`config.mk`:
```
export PLATFORM = sky130hd
export DESIGN_NAME = fcfs_task_scheduler
export DESIGN_NICKNAME = d
export VERILOG_FILES = /design/src/fts_pkg.sv /design/src/fts_ctrl.sv /design/src/fts_datapath.sv /design/src/fcfs_task_scheduler.sv
export VERILOG_INCLUDE_DIRS = /design/src /design/src/src
export SDC_FILE = /design/constraint.sdc
export NUM_CORES = 2
export LEC_CHECK = 0
export BUFFER_PORTS_ARGS = -buffer_cell sky130_fd_sc_hd__buf_4
export CAP_MARGIN = 20
export CORE_UTILIZATION = 60
export CTS_CLUSTER_DIAMETER = 60
export DETAILED_ROUTE_END_ITERATION = 10
export PLACE_DENSITY_LB_ADDON = 0.05
export SLEW_MARGIN = 20
export SYNTH_ARGS = -nofsm -noshare
export SYNTH_HDL_FRONTEND = slang
export SYNTH_SLANG_ARGS = --single-unit
```
`constraint.sdc`:
```
create_clock -name clk -period 9.3 [get_ports clk]
set_input_delay 0.93 -clock clk [delete_from_list [all_inputs] [get_ports clk]]
set_output_delay 0.93 -clock clk [all_outputs]
set_load 0.05 [all_outputs]
```
`src/fcfs_task_scheduler_defines.svh`:
```
// Assertion macros used by the scheduler datapath
`ifndef FCFS_TASK_SCHEDULER_DEFINES_SVH
`define FCFS_TASK_SCHEDULER_DEFINES_SVH

// Same-cycle implication, sampled on clk, off while rst_n is low
`define FTS_ASSERT_IMP(name, ante, cons, msg) \
    name: assert property (@(posedge clk) disable iff (!rst_n) (ante) |-> (cons)) \
        else $error(msg);

// Next-cycle implication, sampled on clk, off while rst_n is low
`define FTS_ASSERT_NXT(name, ante, cons, msg) \
    name: assert property (@(posedge clk) disable iff (!rst_n) (ante) |=> (cons)) \
        else $error(msg);

`endif

```
`src/fts_pkg.sv`:
```
// Shared types and constants for the FCFS task scheduler
`timescale 1ns / 1ps

package fts_pkg;

    localparam int FTS_QUEUE_DEPTH = 16;

    localparam int TASK_W  = 8;
    localparam int BURST_W = 8;
    localparam int TIME_W  = 16;

    localparam logic [TIME_W-1:0] TIME_MAX = {TIME_W{1'b1}};

    localparam logic REQ_ARRIVAL = 1'b0;
    localparam logic REQ_TICK    = 1'b1;

    typedef enum logic [1:0] {
        EV_ARRIVED = 2'd0,
        EV_RUNNING = 2'd1,
        EV_EXIT    = 2'd2,
        EV_DROPPED = 2'd3
    } fts_event_t;

    typedef enum logic [1:0] {
        ST_IDLE,
        ST_ARRIVE,
        ST_TICK,
        ST_PROMOTE
    } fts_state_t;

    typedef struct packed {
        logic [TASK_W-1:0]  tid;
        logic [TIME_W-1:0]  arrival;
        logic [BURST_W-1:0] burst;
        logic [BURST_W-1:0] remaining;
        logic [TIME_W-1:0]  response;
        logic               started;
    } fts_entry_t;

    typedef struct packed {
        logic load;
        logic insert;
        logic drop;
        logic advance;
        logic run_tick;
        logic promote;
        logic pop;
    } fts_cmd_t;

    typedef struct packed {
        logic empty;
        logic full;
        logic head_done;
        logic more;
    } fts_status_t;

endpackage

```
`src/fts_ctrl.sv`:
```
// Sequencer for the FCFS task scheduler
`timescale 1ns / 1ps

module fts_ctrl
    import fts_pkg::*;
(
    input  logic        clk,
    input  logic        rst_n,
    input  logic        start,
    input  logic        req_type,
    input  fts_status_t status,
    output fts_cmd_t    cmd,
    output logic        busy
);

    fts_state_t state_reg;
    fts_state_t state_next;

    always_ff @(posedge clk or negedge rst_n)
    begin
        if (!rst_n)
        begin
            state_reg <= ST_IDLE;
        end
        else
        begin
            state_reg <= state_next;
        end
    end

    always_comb
    begin
        state_next = state_reg;
        unique case (state_reg)
            ST_IDLE:
            begin
                if (start)
                begin
                    state_next = (req_type == REQ_TICK) ? ST_TICK : ST_ARRIVE;
                end
            end
            ST_ARRIVE:
            begin
                state_next = ST_IDLE;
            end
            ST_TICK:
            begin
                if (!status.empty && status.head_done && status.more)
                begin
                    state_next = ST_PROMOTE;
                end
                else
                begin
                    state_next = ST_IDLE;
                end
            end
            ST_PROMOTE:
            begin
                state_next = ST_IDLE;
            end
            default:
            begin
                state_next = ST_IDLE;
            end
        endcase
    end

    always_comb
    begin
        cmd  = '0;
        busy = 1'b1;
        unique case (state_reg)
            ST_IDLE:
            begin
                busy     = 1'b0;
                cmd.load = start;
            end
            ST_ARRIVE:
            begin
                cmd.insert = !status.full;
                cmd.drop   = status.full;
            end
            ST_TICK:
            begin
                cmd.advance  = 1'b1;
                cmd.run_tick = !status.empty && !status.head_done;
                cmd.pop      = !status.empty && status.head_done;
            end
            ST_PROMOTE:
            begin
                cmd.promote = 1'b1;
            end
            default:
            begin
                busy = 1'b1;
            end
        endcase
    end

endmodule

```
`src/fts_datapath.sv`:
```
// Ready-queue cell chain, time base and result registers
`timescale 1ns / 1ps
`include "fcfs_task_scheduler_defines.svh"

module fts_datapath
    import fts_pkg::*;
#(
    parameter int QUEUE_DEPTH = FTS_QUEUE_DEPTH
)
(
    input  logic               clk,
    input  logic               rst_n,
    input  fts_cmd_t           cmd,
    input  logic [TASK_W-1:0]  task_id,
    input  logic [BURST_W-1:0] burst_len,
    output fts_status_t        status,
    output logic               result_strobe,
    output logic [1:0]         event_kind,
    output logic [TIME_W-1:0]  event_time,
    output logic [TASK_W-1:0]  event_task,
    output logic [TIME_W-1:0]  arrival_stamp,
    output logic [BURST_W-1:0] initial_burst,
    output logic [TIME_W-1:0]  turnaround,
    output logic [TIME_W-1:0]  wait_ticks,
    output logic [TIME_W-1:0]  response_ticks,
    output logic               last_of_run
);

    localparam int CW = $clog2(QUEUE_DEPTH + 1);

    logic [CW-1:0]      count_reg;
    logic [CW-1:0]      count_next;
    logic [TIME_W-1:0]  time_reg;
    logic [TIME_W-1:0]  time_next;
    logic [TIME_W-1:0]  stamp_reg;
    logic [TIME_W-1:0]  stamp_next;
    logic [TASK_W-1:0]  id_reg;
    logic [BURST_W-1:0] burst_reg;

    fts_entry_t entry_reg  [QUEUE_DEPTH];
    fts_entry_t entry_next [QUEUE_DEPTH];
    fts_entry_t prev_entry [QUEUE_DEPTH];
    fts_entry_t succ_entry [QUEUE_DEPTH];
    logic [QUEUE_DEPTH-1:0] le;
    logic [QUEUE_DEPTH-1:0] prev_le;

    fts_entry_t         new_entry;
    fts_entry_t         run_entry;
    logic [TIME_W-1:0]  run_time;
    logic [TIME_W-1:0]  since;
    logic [TIME_W-1:0]  wait_val;
    logic [TIME_W-1:0]  resp_val;

    logic               strobe_reg;
    fts_event_t         kind_reg;
    logic [TIME_W-1:0]  ev_time_reg;
    logic [TASK_W-1:0]  ev_task_reg;
    logic [TIME_W-1:0]  arr_reg;
    logic [BURST_W-1:0] ib_reg;
    logic [TIME_W-1:0]  tat_reg;
    logic [TIME_W-1:0]  wait_reg;
    logic [TIME_W-1:0]  resp_reg;
    logic               last_reg;

    assign status.empty     = (count_reg == '0);
    assign status.full      = (count_reg == CW'(QUEUE_DEPTH));
    assign status.head_done = (entry_reg[0].remaining == '0);
    assign status.more      = (count_reg > CW'(1));

    always_comb
    begin
        new_entry           = '0;
        new_entry.tid       = id_reg;
        new_entry.arrival   = stamp_reg;
        new_entry.burst     = burst_reg;
        new_entry.remaining = burst_reg;
    end

    assign run_time = cmd.promote ? time_reg : stamp_reg;
    assign since    = (run_time >= entry_reg[0].arrival) ?
                      run_time - entry_reg[0].arrival : '0;
    assign wait_val = (since > TIME_W'(entry_reg[0].burst)) ?
                      since - TIME_W'(entry_reg[0].burst) : '0;
    assign resp_val = entry_reg[0].started ? entry_reg[0].response : since;

    always_comb
    begin
        run_entry = entry_reg[0];
        if (entry_reg[0].remaining != '0)
        begin
            run_entry.remaining = entry_reg[0].remaining - 1'b1;
        end
        if (!entry_reg[0].started)
        begin
            run_entry.response = since;
            run_entry.started  = 1'b1;
        end
    end

    for (genvar i = 0; i < QUEUE_DEPTH; i++)
    begin : g_cell
        assign le[i] = (CW'(i) < count_reg) &&
                       ((entry_reg[i].arrival < stamp_reg) ||
                        ((entry_reg[i].arrival == stamp_reg) && (entry_reg[i].tid <= id_reg)));

        if (i == 0)
        begin : g_first
            assign prev_le[i]    = 1'b1;
            assign prev_entry[i] = new_entry;
        end
        else
        begin : g_rest
            assign prev_le[i]    = le[i-1];
            assign prev_entry[i] = entry_reg[i-1];
        end

        if (i == QUEUE_DEPTH - 1)
        begin : g_last
            assign succ_entry[i] = entry_reg[i];
        end
        else
        begin : g_inner
            assign succ_entry[i] = entry_reg[i+1];
        end

        always_comb
        begin
            entry_next[i] = entry_reg[i];
            if (cmd.insert)
            begin
                if (!le[i])
                begin
                    entry_next[i] = prev_le[i] ? new_entry : prev_entry[i];
                end
            end
            else if (cmd.pop)
            begin
                entry_next[i] = succ_entry[i];
            end
            else if ((cmd.run_tick || cmd.promote) && (i == 0))
            begin
                entry_next[i] = run_entry;
            end
        end
    end

    always_ff @(posedge clk)
    begin
        entry_reg <= entry_next;
        if (cmd.load)
        begin
            id_reg    <= task_id;
            burst_reg <= burst_len;
        end
    end

    always_comb
    begin
        count_next = count_reg;
        if (cmd.insert)
        begin
            count_next = count_reg + 1'b1;
        end
        else if (cmd.pop)
        begin
            count_next = count_reg - 1'b1;
        end
        time_next  = time_reg;
        stamp_next = stamp_reg;
        if (cmd.advance)
        begin
            time_next  = stamp_reg;
            stamp_next = (stamp_reg == TIME_MAX) ? stamp_reg : stamp_reg + 1'b1;
        end
    end

    always_ff @(posedge clk or negedge rst_n)
    begin
        if (!rst_n)
        begin
            count_reg  <= '0;
            time_reg   <= '0;
            stamp_reg  <= TIME_W'(1);
            strobe_reg <= 1'b0;
        end
        else
        begin
            count_reg  <= count_next;
            time_reg   <= time_next;
            stamp_reg  <= stamp_next;
            strobe_reg <= cmd.insert || cmd.drop || cmd.run_tick || cmd.promote || cmd.pop;
        end
    end

    always_ff @(posedge clk)
    begin
        if (cmd.insert || cmd.drop || cmd.run_tick || cmd.promote || cmd.pop)
        begin
            arr_reg  <= '0;
            ib_reg   <= '0;
            tat_reg  <= '0;
            wait_reg <= '0;
            resp_reg <= '0;
            last_reg <= 1'b1;
            if (cmd.insert || cmd.drop)
            begin
                kind_reg    <= cmd.drop ? EV_DROPPED : EV_ARRIVED;
                ev_time_reg <= stamp_reg;
                ev_task_reg <= id_reg;
            end
            else if (cmd.pop)
            begin
                kind_reg    <= EV_EXIT;
                ev_time_reg <= stamp_reg;
                ev_task_reg <= entry_reg[0].tid;
                arr_reg     <= entry_reg[0].arrival;
                ib_reg      <= entry_reg[0].burst;
                tat_reg     <= since;
                wait_reg    <= wait_val;
                resp_reg    <= resp_val;
                last_reg    <= !status.more;
            end
            else
            begin
                kind_reg    <= EV_RUNNING;
                ev_time_reg <= run_time;
                ev_task_reg <= entry_reg[0].tid;
            end
        end
    end

    assign result_strobe  = strobe_reg;
    assign event_kind     = kind_reg;
    assign event_time     = ev_time_reg;
    assign event_task     = ev_task_reg;
    assign arrival_stamp  = arr_reg;
    assign initial_burst  = ib_reg;
    assign turnaround     = tat_reg;
    assign wait_ticks     = wait_reg;
    assign response_ticks = resp_reg;
    assign last_of_run    = last_reg;

    `FTS_ASSERT_IMP(a_count_bound, 1'b1, count_reg <= CW'(QUEUE_DEPTH), "queue count past depth")
    `FTS_ASSERT_IMP(a_insert_room, cmd.insert, !status.full, "insert into a full queue")
    `FTS_ASSERT_NXT(a_pop_count, cmd.pop, count_reg == $past(count_reg) - 1'b1, "pop lost count")
    `FTS_ASSERT_NXT(a_time_mono, cmd.advance, time_reg >= $past(time_reg), "time went backward")

endmodule

```
`src/fcfs_task_scheduler.sv`:
```
// Top level of the FCFS task scheduler
`timescale 1ns / 1ps

// A beat is taken when start is high and busy is low. An arrival's work cycle
// inserts into a chain of QUEUE_DEPTH cells, all compared in parallel against
// the new key, or drops the task if full. A tick's work cycle advances time and
// runs the head, or pops it and then promotes the next task if one waits.
// Each result sits on the ports for exactly one cycle with result_strobe high,
// in the cycle after the work cycle that made it; the receiver cannot stall, so
// capture every strobed beat. When an exit promotes the next task, that task's
// running report follows the exit, with last_of_run high.
module fcfs_task_scheduler
    import fts_pkg::*;
#(
    parameter int QUEUE_DEPTH = FTS_QUEUE_DEPTH
)
(
    input  logic               clk,
    input  logic               rst_n,
    input  logic               start,
    output logic               busy,
    input  logic               req_type,
    input  logic [TASK_W-1:0]  task_id,
    input  logic [BURST_W-1:0] burst_len,
    output logic               result_strobe,
    output logic [1:0]         event_kind,
    output logic [TIME_W-1:0]  event_time,
    output logic [TASK_W-1:0]  event_task,
    output logic [TIME_W-1:0]  arrival_stamp,
    output logic [BURST_W-1:0] initial_burst,
    output logic [TIME_W-1:0]  turnaround,
    output logic [TIME_W-1:0]  wait_ticks,
    output logic [TIME_W-1:0]  response_ticks,
    output logic               last_of_run
);

    fts_cmd_t    cmd;
    fts_status_t status;

    fts_ctrl u_ctrl (
        .clk      (clk),
        .rst_n    (rst_n),
        .start    (start),
        .req_type (req_type),
        .status   (status),
        .cmd      (cmd),
        .busy     (busy)
    );

    fts_datapath #(
        .QUEUE_DEPTH (QUEUE_DEPTH)
    ) u_datapath (
        .clk            (clk),
        .rst_n          (rst_n),
        .cmd            (cmd),
        .task_id        (task_id),
        .burst_len      (burst_len),
        .status         (status),
        .result_strobe  (result_strobe),
        .event_kind     (event_kind),
        .event_time     (event_time),
        .event_task     (event_task),
        .arrival_stamp  (arrival_stamp),
        .initial_burst  (initial_burst),
        .turnaround     (turnaround),
        .wait_ticks     (wait_ticks),
        .response_ticks (response_ticks),
        .last_of_run    (last_of_run)
    );

endmodule

```
==> metrics.csv <==
stage,metric,value,unit
run_status,status,"finished, final reports clean",
drt,WL/cell,22.47,um
timing,count of final hold-check violations,0,
final_layout,Layout Cells excl Fill,6998,
cts,CTS Sinks,1067,
synth,Post-synth EDFFs,1027,
final_layout,share of layout cells above drive strength 1,0.09000,
synth,most common cell in the netlist,nand2_1,
worst_setup_path,worst path bufs/invs,4,
worst_setup_path,Setup crit end kind,flop,
final_layout,area delta synth->final,9.812,%
synth,ys async rst share,0.03749,
drt,Initial DRC Count,4704,
timing,worst rel slew slack,0.2408,
drt,total number of vias,43384,
floorplanning,Die ar.,100800,sq um
cts,# H-tree levels,3,
cts,TritonCTS clock tree,yes,
cts,Max clock buf depth,3,
grt,antenna violations before repair,0,
placement,port buffer count,120,
grt,all-layer global routing usage,0.3047,
placement,Post-Place Cells,6776,
synth,cell taking the most area after synthesis,edfxtp_1,
synth,Yosys top cell area share,0.5163,
synth,"Cell Area, Synth",59730,sq um
worst_setup_path,cell chain of the critical path,nand2_1 -> buf_4 -> mux2_2 -> inv_1 -> ha_1 -> fa_1 -> nand2b_1 -> a21oi_1 -> o21ai_1 -> a21boi_1 -> nor2_1 -> buf_4 -> or2_2 -> inv_1 -> ha_1 -> a21oi_1 -> o21ai_0 -> a21oi_1 -> nor2b_1 -> o21ai_0 -> nand2b_1 -> o21a_1 -> o41ai_4 -> nor2_1,
worst_setup_path,CP max FO,32,
cts,CTS root buffer,clkbuf_16,
synth,dominant cells by area after synthesis,"edfxtp_1 52%, ha_1 8.7%, mux2i_1 7.7%, nand2_1 7.2%, o21ai_0 5.9%",
worst_setup_path,Worst setup SP type,flop,
placement,Final HPWL DP,107.6,mm
synth,Synth Register Bits,1067,
drt,via/cell ratio,6.199,
timing,setup violators final,0,
synth,Synth Warn #,0,
power_and_ir_drop,Tot Pwr,16.07,mW
worst_setup_path,cell mode on critical path,a21oi_1,
synth,mean post-synth cell area,10.54,sq um
power_and_ir_drop,Leakage,27.89,nW
timing,Final Max Tran Viols,0,
drt,Antenna Nets Post-Route,0,
cts,Post-CTS Resized,0,
worst_setup_path,"CP delay by family, top",compound AO/OA/AOI/OAI gates,
worst_setup_path,WS Path Type,flop to flop,
cts,"Reg clk slew, reported paths",0.06,ns
drt,DRC Markers,0,
drt,1st-pass router iterations,6,
cts,# hold bufs at CTS,0,
cts,Clock Latency Late Sink,0.72,ns
timing,upper clock frequency limit,158.5,MHz
job,Max-Cap Viols,0,
placement,placed instance area,61760,sq um
synth,synthesized net count,6101,
power_and_ir_drop,Max VDD drop,0.0001820,V
grt,vias in the first global route,40670,
synth,register area share after synthesis,0.5331,
cts,total CTS buffers,116,
synth,Synth Instances,5665,
timing,Slew @ Worst Pin,1.136,ns
floorplanning,chip width,317.5,um
power_and_ir_drop,power per cell area,245.0,nW/um^2
drt,DRT Wirelength,157.2,mm
final_layout,final instance area,65590,sq um
timing,crit share post-route,0.6785,
final_layout,fin nets,6047,
synth,Synth cell types,77,
floorplanning,FP Rows,115,
final_layout,max reg flops,912,
floorplanning,I/O pin total,121,
grt,GRT overflow,0,
final_layout,ANT cells,0,
synth,synth cell count leaders,"1151 x nand2_1, 1027 x edfxtp_1, 702 x o21ai_0",
min_path,Worst Hold Class,input pin to asynchronous set/reset pin,
timing,Clock Skew,0.03812,ns
worst_setup_path,"slowest stage delay, CP",0.75,ns
floorplanning,DIE HEIGHT,317.5,um
worst_setup_path,Critical Path AT,6.74,ns
floorplanning,Core Region,98560,sq um
grt,largest net degree at the start of global routing,282,
cts,postcts setup bufs,0,
grt,first-pass GRT wire length,242.5,mm
worst_setup_path,"slowest stage cell, crit path",o41ai_4,
synth,Main synth FF type,edfxtp_1,
worst_setup_path,CP required,9.73,ns
timing,RSZ-0062 raised after global routing,false,
placement,RePlAce Congestion,0.9190,
floorplanning,Initial Util,0.6060,
timing,min Tclk post-route,6.310,ns
timing,Total Neg Setup Slack,0,ns
==> layer usage <==
metal | share of wire | track usage
met2 | 0.42 | 0.4382
met3 | 0.079 | 0.03662
met5 | 0 | 0
met1 | 0.47 | 0.4816
met4 | 0.025 | 0.08954
==> path summary, 6_finish.rpt <==
| path | start | to | slack [ns] | depth (start not counted) |
|---|---|---|---|---|
| max in group asynchronous | rst_n | u_datapath.stamp_reg[6] | 8.69 | 1 |
| worst min register to register | u_datapath.time_reg[0] | u_datapath.time_reg[0] | 0.49 | 2 |
| worst max-delay path | u_ctrl.state_reg[1] | u_datapath.wait_ticks[14] | 2.99 | 24 |
| worst max register to register | u_ctrl.state_reg[1] | u_datapath.wait_ticks[14] | 2.99 | 24 |
| min in group clk | burst_len[0] | u_datapath.burst_reg[0] | 0.39 | 1 |
| worst min-delay path | rst_n | u_datapath.result_strobe | 0.20 | 1 |
==> where the power goes <==
part	total (mW)	switching [mW]	internal [mW]	leakage [nW]
logic	4.61	3.06	1.56	15.9
clock network	4.59	2.00	2.59	1.83
registers	6.87	0.515	6.36	10.1
==> worst register-to-register path, stage by stage (launching register included) <==
cell	delay, ns
dfrtp_1	0.46
nand2_1	0.09
buf_4	0.34
mux2_2	0.25
inv_1	0.04
ha_1	0.20
fa_1	0.41
nand2b_1	0.23
a21oi_1	0.29
o21ai_1	0.12
a21boi_1	0.49
nor2_1	0.08
buf_4	0.23
or2_2	0.37
inv_1	0.10
ha_1	0.28
a21oi_1	0.19
o21ai_0	0.11
a21oi_1	0.19
nor2b_1	0.09
o21ai_0	0.18
nand2b_1	0.20
o21a_1	0.19
o41ai_4	0.75
nor2_1	0.14
==> cell type report <==
cell class                      count  area (sq um)
Clock inverter                     75         688.2
Sequential cell                  1067         31840
Multi-Input combinational cell   4100         26250
Fill cell                        7675         32980
Inverter                          109         411.6
Timing Repair Buffer              217          1730
Clock buffer                      143          3057
Tap cell                         1287          1610
==> metrics by stage <==
| step | hold slack (ns) | worst slack [ns] | utilization |
|---|---|---|---|
| 2_1_floorplan | 0.4418 | 2.398 | - |
| 3_3_place_gp | 0.4563 | 3.163 | 0.6266 |
| 3_5_place_dp | 0.4692 | 3.090 | 0.6266 |
| 4_1_cts | 0.2147 | 3.031 | 0.6646 |
| 5_1_grt | 0.2519 | 2.574 | 0.6654 |
| 6_report | 0.2029 | 2.990 | 0.6654 |
==> cell usage in the layout, fill, tap and decap left out, types with 35 or more instances in the layout <==
| cell type | Yosys | final |
|---|---|---|
| dfrtp_1 | 39 | 39 |
| nor3_1 | 36 | 35 |
| o21ai_0 | 702 | 697 |
| edfxtp_1 | 1027 | 1027 |
| a21o_1 | 69 | 69 |
| o21a_1 | 45 | 44 |
| buf_4 | 1 | 209 |
| nor2b_1 | 67 | 67 |
| ha_1 | 414 | 414 |
| nand3_1 | 247 | 247 |
| nand2_1 | 1151 | 1139 |
| clkbuf_16 | 0 | 118 |
| nand4_1 | 79 | 79 |
| a21oi_1 | 247 | 245 |
| nor2_1 | 234 | 233 |
| inv_1 | 109 | 108 |
| mux2_2 | 66 | 66 |
| mux2i_1 | 461 | 461 |
==> cells by family (layout without fill, tap and decap cells) <==
family / count (synthesis) / in the layout / share of synthesized area
muxes: 532 / 532 / 0.09064
buffers and inverters: 498 / 544 / 0.03241
and+or+nand+nor: 1904 / 1904 / 0.1362
adders and majority gates: 416 / 416 / 0.08740
xor gates and xnor gates: 45 / 45 / 0.006850
AOI/OAI and AO/OA: 1203 / 1203 / 0.1134
DFF: 1067 / 1067 / 0.5331
Power figures use the tool's default switching activity.
